`config.mk`:
```
export PLATFORM = sky130hd
export DESIGN_NAME = servo_timed_move_ramp_core
export DESIGN_NICKNAME = d
export VERILOG_FILES = /design/src/sv/stmr_pkg.sv /design/src/sv/servo_timed_move_ramp_core.sv
export SDC_FILE = /design/constraint.sdc
export NUM_CORES = 1
export LEC_CHECK = 0
export BUFFER_PORTS_ARGS = -buffer_cell sky130_fd_sc_hd__buf_2
export CAP_MARGIN = 0
export CORE_UTILIZATION = 51
export DETAILED_ROUTE_END_ITERATION = 10
export PLACE_DENSITY = 0.78
export SLEW_MARGIN = 20
export SYNTH_ARGS = -nofsm -noshare
export SYNTH_HDL_FRONTEND = slang
export SYNTH_SLANG_ARGS = --single-unit
```
`constraint.sdc`:
```
create_clock -name clk -period 12.68 [get_ports clk]
set_input_delay 2.536 -clock clk [delete_from_list [all_inputs] [get_ports clk]]
set_output_delay 2.536 -clock clk [all_outputs]
set_load 0.005 [all_outputs]
```
`src/sv/stmr_pkg.sv`:
```
// shared types, constants and sequencer states for the servo timed move ramp
package stmr_pkg;

	localparam int NUM_SERVOS = 8;
	localparam int CH_W = (NUM_SERVOS > 1) ? $clog2(NUM_SERVOS) : 1;
	localparam int REPORT_MAX = 8;
	localparam int REPORT_N = (NUM_SERVOS < REPORT_MAX) ? NUM_SERVOS : REPORT_MAX;

	localparam int OUT_CH_W = 3;
	localparam int PULSE_W = 12;
	localparam int STEP_W = 11;
	localparam int MAG_W = 11;
	localparam int TIME_W = 15;
	localparam int PROD_W = MAG_W + STEP_W;
	localparam int DIV_CNT_W = $clog2(MAG_W);
	localparam int RECIP_W = 16;
	localparam int RECIP_PROD_W = TIME_W + RECIP_W;

	localparam logic CMD_SET = 1'b0;
	localparam logic CMD_TICK = 1'b1;

	localparam logic [15:0] PULSE_MIN = 16'd500;
	localparam logic [15:0] PULSE_MAX = 16'd2500;
	localparam logic [15:0] PULSE_LIMIT_LO = 16'd900;
	localparam logic [15:0] PULSE_LIMIT_HI = 16'd2200;
	localparam logic [15:0] TIME_MIN = 16'd20;
	localparam logic [15:0] TIME_MAX = 16'd30000;
	localparam logic [7:0] WIDE_CHANNEL = 8'd6;
	localparam logic [PULSE_W-1:0] PULSE_RESET = 12'd1500;
	localparam logic [TIME_W-1:0] TIME_RESET = 15'd2000;

	// floor(t / 20) as (t * 52429) >> 20, exact for t up to 30000
	localparam logic [RECIP_W-1:0] STEP_RECIP = 16'd52429;
	localparam int STEP_SHIFT = 20;

	typedef struct packed {
		logic cmd;
		logic [7:0] channel;
		logic [15:0] pulse;
		logic [15:0] move_time;
	} req_t;

	typedef struct packed {
		logic [OUT_CH_W-1:0] out_channel;
		logic [PULSE_W-1:0] position;
		logic accepted;
		logic moving;
		logic last;
	} rsp_t;

	typedef enum logic [2:0] {
		ST_IDLE,
		ST_LATCH,
		ST_STEP,
		ST_CHAN,
		ST_DIV,
		ST_WB,
		ST_EMIT
	} state_t;

endpackage

```
`src/sv/servo_timed_move_ramp_core.sv`:
```
// servo timed move ramp: eight-channel linear interpolation with a shared serial divider
//
//  channel | valid     | stall     | payload
//  request | req_valid | req_stall | req (req_t)
//  result  | rsp_valid | rsp_stall | rsp (rsp_t)
//
// set request: one result
// tick: a step state, then chan and emit per channel, with divide and write-back between them on a ramp tick
// a tick that latches a pending change goes through the latch state first
// the per-channel ramp position comes from the restoring divider, one quotient bit per cycle
// arst_n clears positions and targets to 1500 and stored time to 2000
// rsp_stall holds the result register and the sequencer in emit; req_stall is high while a request is worked
module servo_timed_move_ramp_core
	import stmr_pkg::*;
(
	input logic clk,
	input logic arst_n,
	input logic req_valid,
	output logic req_stall,
	input req_t req,
	output logic rsp_valid,
	input logic rsp_stall,
	output rsp_t rsp
);

	state_t state_q, state_d;

	logic [PULSE_W-1:0] cur_q [NUM_SERVOS];
	logic [PULSE_W-1:0] tgt_q [NUM_SERVOS];
	logic signed [PULSE_W-1:0] diff_q [NUM_SERVOS];
	logic [STEP_W-1:0] total_q, left_q;
	logic [TIME_W-1:0] time_q;
	logic pending_q, running_q;

	logic [CH_W-1:0] idx_q;
	logic tick_q, latch_q, finish_q, ramp_q;
	logic neg_q;
	logic [STEP_W-1:0] rem_q;
	logic [MAG_W-1:0] quo_q;
	logic [DIV_CNT_W-1:0] cnt_q;
	rsp_t set_rsp_q, rsp_q;
	logic rsp_valid_q;

	logic req_fire, set_ok, out_free, report, idx_last, rsp_load;
	logic [CH_W-1:0] req_ch, rd_addr;
	logic [15:0] t_clamp, p_clamp;
	logic [PULSE_W-1:0] cur_rd, tgt_rd, mag_full, wb_val, part;
	logic signed [PULSE_W-1:0] d_now;
	logic [PROD_W-1:0] prod;
	logic [RECIP_PROD_W-1:0] recip_prod;
	logic [STEP_W-1:0] steps_calc;
	logic [STEP_W:0] shifted, rem_sub;
	logic div_ge;
	logic step_fin;
	rsp_t emit_rsp;

	assign req_stall = (state_q != ST_IDLE);
	assign req_fire = req_valid && (state_q == ST_IDLE);
	assign req_ch = req.channel[CH_W-1:0];

	assign set_ok = (req.channel < 8'(NUM_SERVOS)) && (req.pulse >= PULSE_MIN)
		&& (req.pulse <= PULSE_MAX);

	always_comb begin
		t_clamp = req.move_time;
		if (t_clamp < TIME_MIN) begin
			t_clamp = TIME_MIN;
		end
		if (t_clamp > TIME_MAX) begin
			t_clamp = TIME_MAX;
		end
		p_clamp = req.pulse;
		if (req.channel != WIDE_CHANNEL) begin
			if (p_clamp > PULSE_LIMIT_HI) begin
				p_clamp = PULSE_LIMIT_HI;
			end
			if (p_clamp < PULSE_LIMIT_LO) begin
				p_clamp = PULSE_LIMIT_LO;
			end
		end
	end

	assign rd_addr = (state_q == ST_IDLE) ? req_ch : idx_q;
	assign cur_rd = cur_q[rd_addr];
	assign tgt_rd = tgt_q[idx_q];

	assign d_now = latch_q ? $signed(cur_rd - tgt_rd) : diff_q[idx_q];
	assign mag_full = d_now[PULSE_W-1] ? PULSE_W'(-d_now) : PULSE_W'(d_now);
	assign prod = PROD_W'(mag_full[MAG_W-1:0]) * PROD_W'(left_q);

	assign recip_prod = RECIP_PROD_W'(time_q) * RECIP_PROD_W'(STEP_RECIP);
	assign steps_calc = recip_prod[STEP_SHIFT +: STEP_W];

	assign step_fin = (left_q <= STEP_W'(1)) || (total_q == '0);

	// restoring division step
	assign shifted = {rem_q, quo_q[MAG_W-1]};
	assign div_ge = (shifted >= {1'b0, total_q});
	assign rem_sub = shifted - {1'b0, total_q};

	assign part = neg_q ? PULSE_W'(-{1'b0, quo_q}) : PULSE_W'(quo_q);
	assign wb_val = tgt_rd + part;

	assign out_free = !rsp_valid_q || !rsp_stall;
	assign report = !tick_q || (32'(idx_q) < REPORT_N);
	assign idx_last = (32'(idx_q) == NUM_SERVOS - 1);

	always_comb begin
		if (tick_q) begin
			emit_rsp.out_channel = OUT_CH_W'(idx_q);
			emit_rsp.position = cur_rd;
			emit_rsp.accepted = 1'b1;
			emit_rsp.moving = running_q;
			emit_rsp.last = (32'(idx_q) == REPORT_N - 1);
		end else begin
			emit_rsp = set_rsp_q;
		end
	end

	always_ff @(posedge clk or negedge arst_n) begin
		if (!arst_n) begin
			state_q <= ST_IDLE;
		end else begin
			state_q <= state_d;
		end
	end

	always_comb begin
		state_d = state_q;
		rsp_load = 1'b0;
		unique case (state_q)
			ST_IDLE: begin
				if (req_fire) begin
					if (req.cmd == CMD_TICK) begin
						state_d = pending_q ? ST_LATCH : ST_STEP;
					end else begin
						state_d = ST_EMIT;
					end
				end
			end
			ST_LATCH: state_d = ST_STEP;
			ST_STEP: state_d = ST_CHAN;
			ST_CHAN: state_d = ramp_q ? ST_DIV : ST_EMIT;
			ST_DIV: begin
				if (cnt_q == DIV_CNT_W'(MAG_W - 1)) begin
					state_d = ST_WB;
				end
			end
			ST_WB: state_d = ST_EMIT;
			ST_EMIT: begin
				if (!report || out_free) begin
					rsp_load = report;
					state_d = (!tick_q || idx_last) ? ST_IDLE : ST_CHAN;
				end
			end
			default: state_d = ST_IDLE;
		endcase
	end

	always_ff @(posedge clk or negedge arst_n) begin
		if (!arst_n) begin
			for (int i = 0; i < NUM_SERVOS; i++) begin
				cur_q[i] <= PULSE_RESET;
				tgt_q[i] <= PULSE_RESET;
				diff_q[i] <= '0;
			end
			total_q <= '0;
			left_q <= '0;
			time_q <= TIME_RESET;
			pending_q <= 1'b0;
			running_q <= 1'b0;
			idx_q <= '0;
			tick_q <= 1'b0;
			latch_q <= 1'b0;
			finish_q <= 1'b0;
			ramp_q <= 1'b0;
			cnt_q <= '0;
		end else begin
			unique case (state_q)
				ST_IDLE: begin
					if (req_fire) begin
						tick_q <= (req.cmd == CMD_TICK);
						latch_q <= (req.cmd == CMD_TICK) && pending_q;
						idx_q <= '0;
						if (req.cmd == CMD_SET && set_ok) begin
							tgt_q[req_ch] <= PULSE_W'(p_clamp);
							time_q <= TIME_W'(t_clamp);
							pending_q <= 1'b1;
						end
					end
				end
				ST_LATCH: begin
					pending_q <= 1'b0;
					total_q <= steps_calc;
					left_q <= steps_calc;
					running_q <= 1'b1;
				end
				ST_STEP: begin
					if (running_q) begin
						left_q <= step_fin ? '0 : left_q - STEP_W'(1);
						running_q <= !step_fin;
						finish_q <= step_fin;
						ramp_q <= !step_fin;
					end else begin
						finish_q <= 1'b0;
						ramp_q <= 1'b0;
					end
				end
				ST_CHAN: begin
					if (latch_q) begin
						diff_q[idx_q] <= d_now;
					end
					if (finish_q) begin
						cur_q[idx_q] <= tgt_rd;
					end
					cnt_q <= '0;
				end
				ST_DIV: begin
					cnt_q <= cnt_q + DIV_CNT_W'(1);
				end
				ST_WB: begin
					cur_q[idx_q] <= wb_val;
				end
				ST_EMIT: begin
					if ((!report || out_free) && tick_q && !idx_last) begin
						idx_q <= idx_q + CH_W'(1);
					end
				end
				default: begin
				end
			endcase
		end
	end

	always_ff @(posedge clk) begin
		if (req_fire && req.cmd == CMD_SET) begin
			if (set_ok) begin
				set_rsp_q.out_channel <= OUT_CH_W'(req_ch);
				set_rsp_q.position <= cur_rd;
				set_rsp_q.accepted <= 1'b1;
			end else begin
				set_rsp_q.out_channel <= '0;
				set_rsp_q.position <= '0;
				set_rsp_q.accepted <= 1'b0;
			end
			set_rsp_q.moving <= running_q;
			set_rsp_q.last <= 1'b1;
		end
		if (state_q == ST_CHAN && ramp_q) begin
			neg_q <= d_now[PULSE_W-1];
			rem_q <= prod[PROD_W-1 -: STEP_W];
			quo_q <= prod[MAG_W-1:0];
		end else if (state_q == ST_DIV) begin
			rem_q <= div_ge ? rem_sub[STEP_W-1:0] : shifted[STEP_W-1:0];
			quo_q <= {quo_q[MAG_W-2:0], div_ge};
		end
		if (rsp_load) begin
			rsp_q <= emit_rsp;
		end
	end

	always_ff @(posedge clk or negedge arst_n) begin
		if (!arst_n) begin
			rsp_valid_q <= 1'b0;
		end else if (rsp_load) begin
			rsp_valid_q <= 1'b1;
		end else if (!rsp_stall) begin
			rsp_valid_q <= 1'b0;
		end
	end

	assign rsp_valid = rsp_valid_q;
	assign rsp = rsp_q;

	a_running_has_steps: assert property (@(posedge clk) disable iff (!arst_n)
		running_q |-> (total_q != '0))
		else $error("move running with zero step count");

	a_idle_count_clear: assert property (@(posedge clk) disable iff (!arst_n)
		!running_q |-> (left_q == '0))
		else $error("step count left over after move end");

	a_div_rem_bound: assert property (@(posedge clk) disable iff (!arst_n)
		(state_q == ST_DIV) |-> (rem_q < total_q))
		else $error("divider remainder not below divisor");

	a_rsp_from_emit: assert property (@(posedge clk) disable iff (!arst_n)
		$rose(rsp_valid_q) |-> ($past(state_q) == ST_EMIT))
		else $error("result loaded outside emit state");

endmodule

```
==> results of run 1 <==
==> power groups by stage <==
stage / registers [W] / clock network [W] / logic, W
after floorplan: 0.00159 / 0 / 0.00472
after global placement: 0.00169 / 0 / 0.00577
after detailed placement: 0.00170 / 0 / 0.00594
after CTS: 0.00168 / 0.00132 / 0.00600
after global routing: 0.00170 / 0.00138 / 0.00692
final: 0.00168 / 0.00131 / 0.00600
==> sequential cells by signal, indices dropped and copies added (netlist names), 3 cells and up <==
signal and cells:
cur_q 96, set_rsp_q 17, left_q 11, total_q 11
time_q 15, rem_q 11, quo_q 11, state_q 3
diff_q 96, cnt_q 4, idx_q 3, tgt_q 96
rsp 18
==> cells in the mapped netlist (all sizes together), types with 14 or more instances <==
| library cell | number |
|---|---|
| nand2 | 452 |
| o21ai | 399 |
| inv | 258 |
| dfrtp | 224 |
| ha | 213 |
| fa | 141 |
| nor2 | 122 |
| dfstp | 118 |
| clkbuf | 113 |
| a21oi | 103 |
| and2 | 83 |
| edfxtp | 58 |
| mux2i | 58 |
| xnor2 | 48 |
| mux2 | 35 |
| mux4 | 35 |
| buf | 32 |
| nor2b | 29 |
| a21o | 28 |
| nand3 | 27 |
| a22oi | 21 |
| nor3 | 21 |
| and3 | 14 |
| o31ai | 14 |
| xor2 | 14 |
==> layer usage <==
metal  part of all wire, %  wire length [um]  track usage (%)  vias up
met3                   6.7              4650             3.72      137
met5                     0                 0                0        -
met1                    42             29000             34.2    10500
met4                   3.0              2110             8.69        0
met2                    48             33400             43.4      793
li1                      -                 -                -     9725
==> worst max path at each step <==
stage | depth (start not counted) | endpoint | slack, ps
after CTS | 35 | rem_q[9]$_DFFE_PP_ | 960
after floorplan | 38 | rem_q[9]$_DFFE_PP_ | 1070
after global routing | 37 | rem_q[9]$_DFFE_PP_ | 250
after detailed placement | 35 | rem_q[9]$_DFFE_PP_ | 370
final | 37 | rem_q[9]$_DFFE_PP_ | 790
after global placement | 37 | rem_q[9]$_DFFE_PP_ | 560
==> cell usage in the layout, fill, tap and decap left out, types with 11 or more instances in the layout <==
cell / synthesis / routed
nor2_1: 122 / 121
a21boi_0: 12 / 12
dfrtp_1: 224 / 221
mux4_2: 35 / 35
o211ai_1: 13 / 13
nand2b_1: 13 / 13
nand2_1: 452 / 452
nand3_1: 26 / 26
nor2b_1: 29 / 29
edfxtp_1: 58 / 58
and3_1: 14 / 14
fa_1: 141 / 141
mux2_2: 34 / 34
and2_1: 83 / 83
inv_1: 256 / 256
nor3_1: 20 / 19
mux2i_1: 58 / 57
a22oi_1: 19 / 19
ha_1: 213 / 213
clkbuf_1: 113 / 12
buf_4: 1 / 27
xnor2_1: 47 / 47
o21ai_0: 388 / 388
buf_2: 19 / 63
a21o_1: 28 / 28
clkbuf_16: 0 / 45
a22o_1: 11 / 11
o31ai_1: 13 / 13
xor2_1: 14 / 14
dfstp_2: 118 / 118
nor4_1: 11 / 11
a21oi_1: 103 / 102
o21ai_1: 11 / 11
==> kinds of logic after synthesis <==
kind of cell	Yosys count	synth area share (%)
buffers and inverters	404	5.66
flip-flops	400	37.9
XOR/XNOR	62	2.00
adder cells (fa/ha/maj)	354	19.9
AO/OA/AOI/OAI	687	14.7
multiplexers	128	6.40
AND/OR/NAND/NOR	818	13.4
==> worst max-delay path, delay by kind of cell <==
kind,cells,cell delay [ps]
compound gates,10,1820
xor+xnor,2,920
fa+ha+maj,7,3240
buf+inv,7,1080
mux,5,1320
simple gates,6,1240
==> layout make-up <==
class / count / area (um^2) / share of cell area, %
Multi-Input combinational cell: 2049 / 15600 / 52.1
Clock inverter: 16 / 204 / 0.683
Timing Repair Buffer: 93 / 564 / 1.89
Tap cell: 688 / 861 / 2.88
Inverter: 259 / 972 / 3.25
Clock buffer: 64 / 1270 / 4.24
Sequential cell: 400 / 10500 / 35.0
==> per-stage QoR <==
stage | hold slack (ps) | cells | total power [W]
2_1_floorplan | 439 | 2853 | 0.00630
3_3_place_gp | 456 | 3489 | 0.00746
3_5_place_dp | 466 | 3489 | 0.00763
4_1_cts | 479 | 3569 | 0.00900
5_1_grt | 492 | 3569 | 0.0100
6_report | 477 | 3569 | 0.00900
==> results.ini, run 1 <==
[timing]
setup_viol=0
clock.fmax_ghz=0.0841
min_period_ps=11890
grt_setup_unrepaired=no
slew_headroom_pct=22.8
worst_pin_slew_ps=1130
clock_skew_ps=11.2
tns_ps=0
setup_slack_ps=793
finalMaxSlewViolations=0
final_hold_viol_count=0
period_share_pct=93.7

[finish]
synthToLayoutAreaGrowth_pct=8.49
final_util_pct=56.4
final.fill_count=4427
nets=3245
finalInstanceArea_um2=29900
antenna_cells=0
post_route_cells_drive_above_1_share_pct=13.3

[synthesis]
synthFlopType=dfrtp_1
synth_edf_count=58
synth.distinct_cells=84
synth_top_cell_area_share_pct=20.4
syn_avg_cell_area_um2=9.65
syn-num-nets=3252
ys_ff_latch=400
yosys.area.top_type=dfrtp_1
async_flop_share_pct=85.5
yosysSeqAreaShare_pct=37.9
yosys_warnings=0
syn_area_um2=27500
ys_top_cells_by_area=dfrtp_1, dfstp_2, fa_1, ha_1, o21ai_0
syn_inst=2853

[placed_design]
numPortBuffers=64
dpl.hpwl_um=49700
postPlaceCellArea_um2=28400
dp_slack_ps=368
gp_congestion=0.923

[power]
swShare_pct=47.5
power.share.sequential_pct=18.7
combPwrFrac_pct=66.7
pwr-share-clk_pct=14.6
p_int_w=0.00473
peakVddDrop_uv=656
netSwitchingPower_w=0.00427
power.density_nw_per_um2=301
leakagePower_nw=13.6

[clock_network]
cts_resized=0
cts_tree=yes
path_clk_slew_ps=60
cts-root-buf=clkbuf_16
cts_setup_buffers=0
insertion_delay_ps=580
hold_buffers=0
htreeDepth=2
clk_path_buf_depth=3
cts_sinks=400
cts_made_buffers=43

[worst_setup_path]
path_max_fanout=22
startpoint_type=input pin
cp.arrival_ps=12210
cp-end-kind=flop
cpPeakStageDelay_ps=780
r2r_start=state_q[2]$_DFFE_PN0P_
rrSetupSlack_ps=1440
crit_start=req[32]
cpMostUsedCell=fa_1
r2r_end=rem_q[9]$_DFFE_PP_
reg2reg_depth=37
worstPathRequired_ps=13000
cp_slowest_cell=xnor2_1
worstSetupPathType=in2reg

[drt]
routedWlPerCell_um=19.4
drt-pass1-iter-count=6
drtIter0Drc=1974
dr_total_vias=21100
wl_um=69100
ant_nets=0
via_per_inst=5.92
drc=0

[global_routing]
grt_max_degree=106
grt_pass1_vias=21500
overflow=0
grt_use_total_pct=25.8
antenna_found_initial=0
grt_first_pass_wirelength_um=112000

[run_status]
status=complete, no violations

[worst_hold_path]
worstHoldEndpoint=cur_q[95]$_DFFE_PN0P_
worstHoldStart=cur_q[95]$_DFFE_PN0P_
holdCritPathClass=reg2reg
hold_path_depth=2

[run]
cap_viol_max_count=0

[floorplan]
dieArea_um2=54900
dieHeight_um=234
ios=65
dieWidth_um=234
coreArea_um2=53000
rows=84
start_util_pct=52.0

No activity file was read; power rests on OpenSTA's default activity.
==> run 2, diff against run 1 <==
--- a/config.mk
+++ b/config.mk
@@ -8,6 +8,7 @@
 export BUFFER_PORTS_ARGS = -buffer_cell sky130_fd_sc_hd__buf_2
 export CAP_MARGIN = 0
 export CORE_UTILIZATION = 51
+export CTS_BUF_LIST = sky130_fd_sc_hd__clkbuf_2
 export DETAILED_ROUTE_END_ITERATION = 10
 export PLACE_DENSITY = 0.78
 export SLEW_MARGIN = 20
==> results.ini, run 2 (synthesis gave the netlist of run 1 again) <==
[run_status]
status=complete, no violations

[timing]
final_hold_viol_count=0
period_share_pct=89.3
grt_setup_unrepaired=no
tns_ps=0
finalMaxSlewViolations=0
setup_viol=0
clock_skew_ps=95.6
slew_headroom_pct=25.1
worst_hold_slack_ps=482
min_period_ps=11320
clock.fmax_ghz=0.0883
worst_pin_slew_ps=1090

[worst_setup_path]
worstSetupPathType=in2reg
cpMostUsedCell=fa_1
cp_slowest_cell=xnor2_1
worstPathRequired_ps=13520
r2r_start=state_q[2]$_DFFE_PN0P_
startpoint_type=input pin
cp-end-kind=flop
path_max_fanout=22
crit_start=req[32]
cp.arrival_ps=12160
cpPeakStageDelay_ps=770

[clock_network]
cts_tree=yes
cts-root-buf=clkbuf_2
cts_sinks=400
htreeDepth=3
insertion_delay_ps=1150
hold_buffers=0
cts_setup_buffers=0
cts_made_buffers=99
clk_path_buf_depth=3
path_clk_slew_ps=110
cts_resized=0

[power]
power.density_nw_per_um2=292
peakVddDrop_uv=646
leakagePower_nw=13.6

[global_routing]
overflow=0
grt_first_pass_wirelength_um=112000
grt_use_total_pct=25.9
antenna_found_initial=1
grt_max_degree=106
grt_pass1_vias=21900

[floorplan]
coreArea_um2=53000
ios=65
rows=84
dieArea_um2=54900
start_util_pct=52.0
dieWidth_um=234
dieHeight_um=234

[drt]
wl_um=68900
ant_nets=0
routedWlPerCell_um=18.7
drt-pass1-iter-count=9
via_per_inst=5.84
dr_total_vias=21500
drc=0
drtIter0Drc=1992

[worst_hold_path]
worstHoldStart=cur_q[95]$_DFFE_PN0P_
holdCritPathClass=reg2reg

[placed_design]
gp_congestion=0.923
dpl.hpwl_um=49700
numPortBuffers=64

[finish]
final_cell_mix=nand2_1, o21ai_0, inv_1, dfrtp_1, ha_1
final.fill_count=4576
synthToLayoutAreaGrowth_pct=6.66
reg_top3=cur_q (96), diff_q (96), tgt_q (96)
post_route_cells_drive_above_1_share_pct=16.3
nets=3302
final_common_cell=nand2_1

[run]
cap_viol_max_count=0

[run 2: where the power goes]
group | internal (W) | switching [W] | leakage, nW | total, W
clock network | 0.000360 | 0.000552 | 0.741 | 0.000912
registers | 0.00150 | 0.000183 | 4.31 | 0.00168
logic | 0.00245 | 0.00354 | 8.59 | 0.00599
total | 0.00431 | 0.00427 | 13.6 | 0.00858
[run 2: final cells by class]
class | count | area (um^2) | area share (%)
timing repair buffer | 94 | 576 | 1.96
antenna | 1 | 2.50 | 0.00852
inverter | 259 | 972 | 3.31
clock buffer | 161 | 806 | 2.74
sequential | 400 | 10500 | 35.6
tap | 688 | 861 | 2.93
multi-input combinational | 2049 | 15600 | 53.0
clock inverter | 26 | 149 | 0.507
[run 2: per-layer routing]
metal	track usage [%]	routed length, um
met1	33.8	28700
met2	43.2	33600
met3	4.18	4780
met4	10.3	1840
met5	0	0
[run 2: stage by stage]
stage                     util [%]  worst slack (ps)  area, um^2  power (W)  instances
after CTS                     55.4              1550       29400    0.00860       3676
after floorplan                  -              1070       27500    0.00630       2853
after detailed placement      53.6               368       28400    0.00763       3489
after global placement        53.6               557       28400    0.00746       3489
after global routing          55.5               828       29400    0.00961       3678
final                         55.5              1360       29400    0.00858       3678
[run 2: path summary, 6_finish.rpt]
check / to / slack (ps) / cells after the start
setup / recovery: rem_q[9]$_DFFE_PP_ / 1360 / 37
hold / removal: cur_q[95]$_DFFE_PN0P_ / 480 / 2
setup reg to reg: rem_q[9]$_DFFE_PP_ / 1490 / 37
hold reg to reg: cur_q[95]$_DFFE_PN0P_ / 480 / 2
max in group asynchronous: diff_q[7]$_DFFE_PN0P_ / 9020 / 3
min in group asynchronous: tgt_q[77]$_DFFE_PN0P_ / 1430 / 1
[run 2: worst max-delay path: cells and delay by family]
family / cells / cell delay (ps)
buf+inv: 7 / 1060
simple gates: 6 / 1230
fa+ha+maj: 7 / 3250
xor+xnor: 2 / 910
compound gates: 10 / 1820
mux: 5 / 1290
